## src/rtl/eda_sym_mem.sv

```systemverilog
// ----------------------------------------------------------------------------
// eda_sym_mem
// symbol store, one write and one registered read per cycle
// ----------------------------------------------------------------------------
module eda_sym_mem #(
  parameter int unsigned AW = 5
) (
  input  logic          clk_i,
  input  logic          we_i,
  input  logic [AW-1:0] waddr_i,
  input  logic [7:0]    wdata_i,
  input  logic [AW-1:0] raddr_i,
  output logic [7:0]    rdata_o
);

  logic [7:0] mem [2**AW];

  always_ff @(posedge clk_i) begin
    if (we_i) begin
      mem[waddr_i] <= wdata_i;
    end
    rdata_o <= mem[raddr_i];
  end

endmodule

```

## config.mk

```make
export PLATFORM = sky130hd
export DESIGN_NAME = eda_sym_mem
export DESIGN_NICKNAME = d
export VERILOG_FILES = /design/src/rtl/eda_sym_mem.sv
export SDC_FILE = /design/constraint.sdc
export NUM_CORES = 1
export LEC_CHECK = 0
export ABC_AREA = 1
export BUFFER_PORTS_ARGS = -buffer_cell sky130_fd_sc_hd__buf_2
export CAP_MARGIN = 20
export CORE_MARGIN = 2
export CORE_UTILIZATION = 40
export CTS_BUF_LIST = sky130_fd_sc_hd__clkbuf_4 sky130_fd_sc_hd__clkbuf_8
export DETAILED_ROUTE_END_ITERATION = 10
export HOLD_SLACK_MARGIN = 0.05
export PLACE_DENSITY = 0.63
export REMOVE_ABC_BUFFERS = 1
export SYNTH_ARGS = -nofsm -noshare
export SYNTH_HDL_FRONTEND = slang
export SYNTH_SLANG_ARGS = --single-unit
```

## constraint.sdc

```tcl
create_clock -name clk_i -period 2.3 [get_ports clk_i]
set_clock_uncertainty 0.05 [all_clocks]
set_input_delay 0.69 -clock clk_i [delete_from_list [all_inputs] [get_ports clk_i]]
set_output_delay 0.69 -clock clk_i [all_outputs]
set_load 0.1 [all_outputs]
```

* Word-level counts from Yosys, hierarchy flattened
Memories as Yosys holds them, arrays and structs flattened. A register that Yosys moved wholly into a read port is not among the register bits.
Index checks and enable logic that the tools add are counted.
** Word-level totals
- Register bits :: 0
- RAM bits :: 256
- Output and inout bits :: 8
- Memories :: 1
** Operators by class
- Multiplexer cells :: 2
** Memories
- mem :: depth 32, bits a word 8, read ports 1, clocked after Yosys merged registers in 1, wr ports 1, line 16 : logic [7:0] mem [2**AW];
** Operators with widths (count)
- 1-bit 2-to-1 mux :: 2

* Logic depth before layout (Yosys ltp)
- Depth in word-level cells :: 2
- Mapped depth :: 11

* Worst setup path after synthesis
OpenSTA, ideal clock, no wires.
- Kind :: input to register
- Start :: input waddr_i[0]
- End :: memory mem[0][0], enable pin
- Data arrival time :: 1354 ps
- Data required time :: 1880 ps
- Setup slack :: 526 ps
- Stages on the path :: 3
- Buffers on the path :: 0
- Cell sequence :: inv_1 > nand3_1 > nor2_1
** RTL lines
- from (decl) :: line 10 : input logic [AW-1:0] waddr_i,
- to (decl) :: line 16
No word-level cell before the write port.

* Worst setup path in the final report
- Start :: register rdata_o[2] (read register of mem)
- End :: output rdata_o[2]
** RTL lines
- from (decl) :: line 13 : output logic [7:0] rdata_o
No word-level cell between the ends.

==> metrics.md <==
| Metric | Value |
|---|---|
| Yosys warning total | `0` |
| RSZ-0062 raised after global routing | `no` |
| Post-Synth XOR/XNOR Area | `0` |
| Max Cap Viol | `0` |
| CTS hold repair buffers | `0` |
| Status | `complete, no violations` |
| Period minus WS final | `2.113 ns` |
| Largest stage delay, worst path | `0.45 ns` |
| Synth Register Bits | `264` |
| Core area | `26,730 um^2` |
| Crit. Startpoint | `rdata_o[2]` |
| Setup Buffers After CTS | `0` |
| Setup TNS | `0 ns` |
| Nets | `1,013` |
| Cell Area, Synth | `10,790 um^2` |
| WS Path Type | `flop to output port` |
| First-pass GRT wire length | `39,590 um` |
| Total Die Area | `28,300 um^2` |
| TritonCTS clock tree | `built` |
| Number of buffers and inverters on the critical path | `1` |
| Area Growth Syn to Fin | `13.63%` |
| DRC viols | `0` |
| Syn avg cell area | `11.70 um^2` |
| WL final | `25,740 um` |
| Most frequent cells in the layout | `360 x nand2_1, 256 x edfxtp_1, 204 x nand3_1` |
| Relative slew slack | `0.5253` |
| Drt first pass iters | `5` |
| Final ANT Viol Nets | `0` |
| Vias per cell | `5.135` |
| Die X | `168.2 um` |
| DPL Wire Length | `15,030 um` |
| CTS H-Tree Depth | `2` |
| Power density of the placed cells | `821.4 nW/um^2` |
| R2R Path Start | `mem[1][0]` |
| Total CTS buffers | `42` |
| Cell family with most CP delay | `buffers and inverters` |
| Number of setup violations in the final report | `0` |
| Crit-path slowest cell | `buf_2` |
| Synth Area in Adders | `0` |
| Worst Setup EP | `rdata_o[2]` |
| Aggregate global routing overflow | `0` |
| Post-synthesis simple-gate area fraction | `0.2311` |
| Starting DRT DRC Count | `708` |
| Worst Hold Class | `input pin to flop` |
| Die Ht | `168.2 um` |
| # rows | `60` |
| CP Cell Sequence | `buf_2` |
| Inst Count DP | `1,290` |
| Worst EP required | `1.56 ns` |
| Clock slew at reported path FFs | `0.06 ns` |
| Highest Clock Rate | `0.4732 GHz` |
| IO Port Bufs | `27` |
| Largest family of logic cells by synthesized area | `simple AND/OR/NAND/NOR gates` |
| Final slew viol count | `0` |
| Startpoint class of the critical path | `flop` |
| Worst Max-Slew Pin Slew | `0.7120 ns` |
| Max IR drop VDD | `268.8 uV` |
| Final Non-Filler Cells | `1,365` |
| Post-synthesis compound-gate area fraction | `0` |
| R2r setup slk | `1.09 ns` |
| Final Hold Fails | `0` |
| Synth unique cells | `12` |
| Num ports | `28` |
| Vias in the first global route | `6,784` |
| Clock Sink Count | `264` |
| Post_cts resized | `0` |
| Multiplexer area fraction after synthesis | `0` |
| Fin crit share | `0.9188` |
| Initial antenna violation count | `0` |
| R2r endpoint | `rdata_o[0]` |
| Skew-Pair Late Insertion Delay | `0.55 ns` |
| WP depth | `1` |
| Initial Util | `0.4036` |
| Register area share after synthesis | `0.7275` |
| Clock root cell | `clkbuf_8` |
| Maximum fanout along the worst path | `1` |
| Largest net degree at the start of global routing | `86` |
| Critical path endpoint category | `output port` |
| Layout cells sized above 1 | `0.1455` |
| Synth Instances | `922` |
| Final Wtd Congestion | `0.8034` |
| Overall via count from detail_route | `7,009` |
| Crit path DAT | `1.37 ns` |
| Tot GR Track Use | `0.1849` |
| R2R depth | `8` |
| N_diodes | `0` |
| Leakage dissipation | `4.624 nW` |
| Routed WL per cell | `18.86 um` |
| Most common cell after layout, fill and taps aside | `nand2_1` |
| Max clock buf depth | `3` |
per-stage QoR:
step | hold WS (ns) | total power, mW | setup slack, ns | util | area, um^2
6_report | 0.4582 | 10.07 | 0.1868 | 0.4586 | 12260
3_5_place_dp | 0.7060 | 6.252 | 0.2287 | 0.4278 | 11430
2_1_floorplan | 0.6378 | 5.872 | 0.006680 | - | 10380
4_1_cts | 0.4319 | 10.14 | 0.1550 | 0.4586 | 12260
5_1_grt | 0.4424 | 10.43 | 0.1368 | 0.4586 | 12260
3_3_place_gp | 0.7012 | 6.243 | 0.2551 | 0.4278 | 11430
worst min path at each step:
stage / startpoint / cells past startpoint / end / slack [ns]
4_1_cts: raddr_i[4] / 3 / rdata_o[7] / 0.43
5_1_grt: raddr_i[4] / 3 / rdata_o[7] / 0.44
6_report: raddr_i[4] / 3 / rdata_o[5] / 0.46
2_1_floorplan: mem[10][0] / 8 / rdata_o[0] / 0.64
3_3_place_gp: mem[20][7] / 8 / rdata_o[7] / 0.70
3_5_place_dp: mem[11][3] / 8 / rdata_o[3] / 0.71
registers in the layout (all words and copies together) (netlist names):
register  count
mem         256
rdata_o       8
power breakdown:
part	switching, mW	total, mW	internal, mW
combinational	0.586	0.774	0.189
clock	1.74	3.92	2.18
sequential	0.0248	5.37	5.35
cell usage after synthesis:
| cell type | number | area share |
|---|---|---|
| buf_2 | 15 | 0.0070 |
| nand3_1 | 204 | 0.095 |
| buf_4 | 4 | 0.0028 |
| inv_2 | 2 | 0.00070 |
| nor2_1 | 32 | 0.011 |
| buf_1 | 2 | 0.00070 |
| nand2_1 | 360 | 0.13 |
| inv_1 | 8 | 0.0028 |
| buf_6 | 24 | 0.025 |
| edfxtp_1 | 256 | 0.71 |
| clkbuf_1 | 7 | 0.0024 |
| dfxtp_1 | 8 | 0.015 |
area by class of cell:
cell class | count | area (um^2)
Inverter | 10 | 38.79
Multi-Input combinational cell | 596 | 2492
Timing Repair Buffer | 79 | 628.1
Fill cell | 2451 | 14470
Tap cell | 341 | 426.7
Clock inverter | 11 | 73.82
Clock buffer | 64 | 749.5
Sequential cell | 264 | 7848
metal layers:
metal,global-route usage,part of all wire,vias to the layer above
li1,-,-,3344
met1,0.2567,0.45,3376
met2,0.2961,0.47,242
met3,0.03338,0.061,47
met4,0.06147,0.022,0
met5,0,0,-
logic make-up (layout without fill, tap and decap cells):
group / after synthesis / after routing
simple gates: 596 / 596
flops: 264 / 264
buf+inv: 62 / 164
No activity file was read; power rests on OpenSTA's default activity.
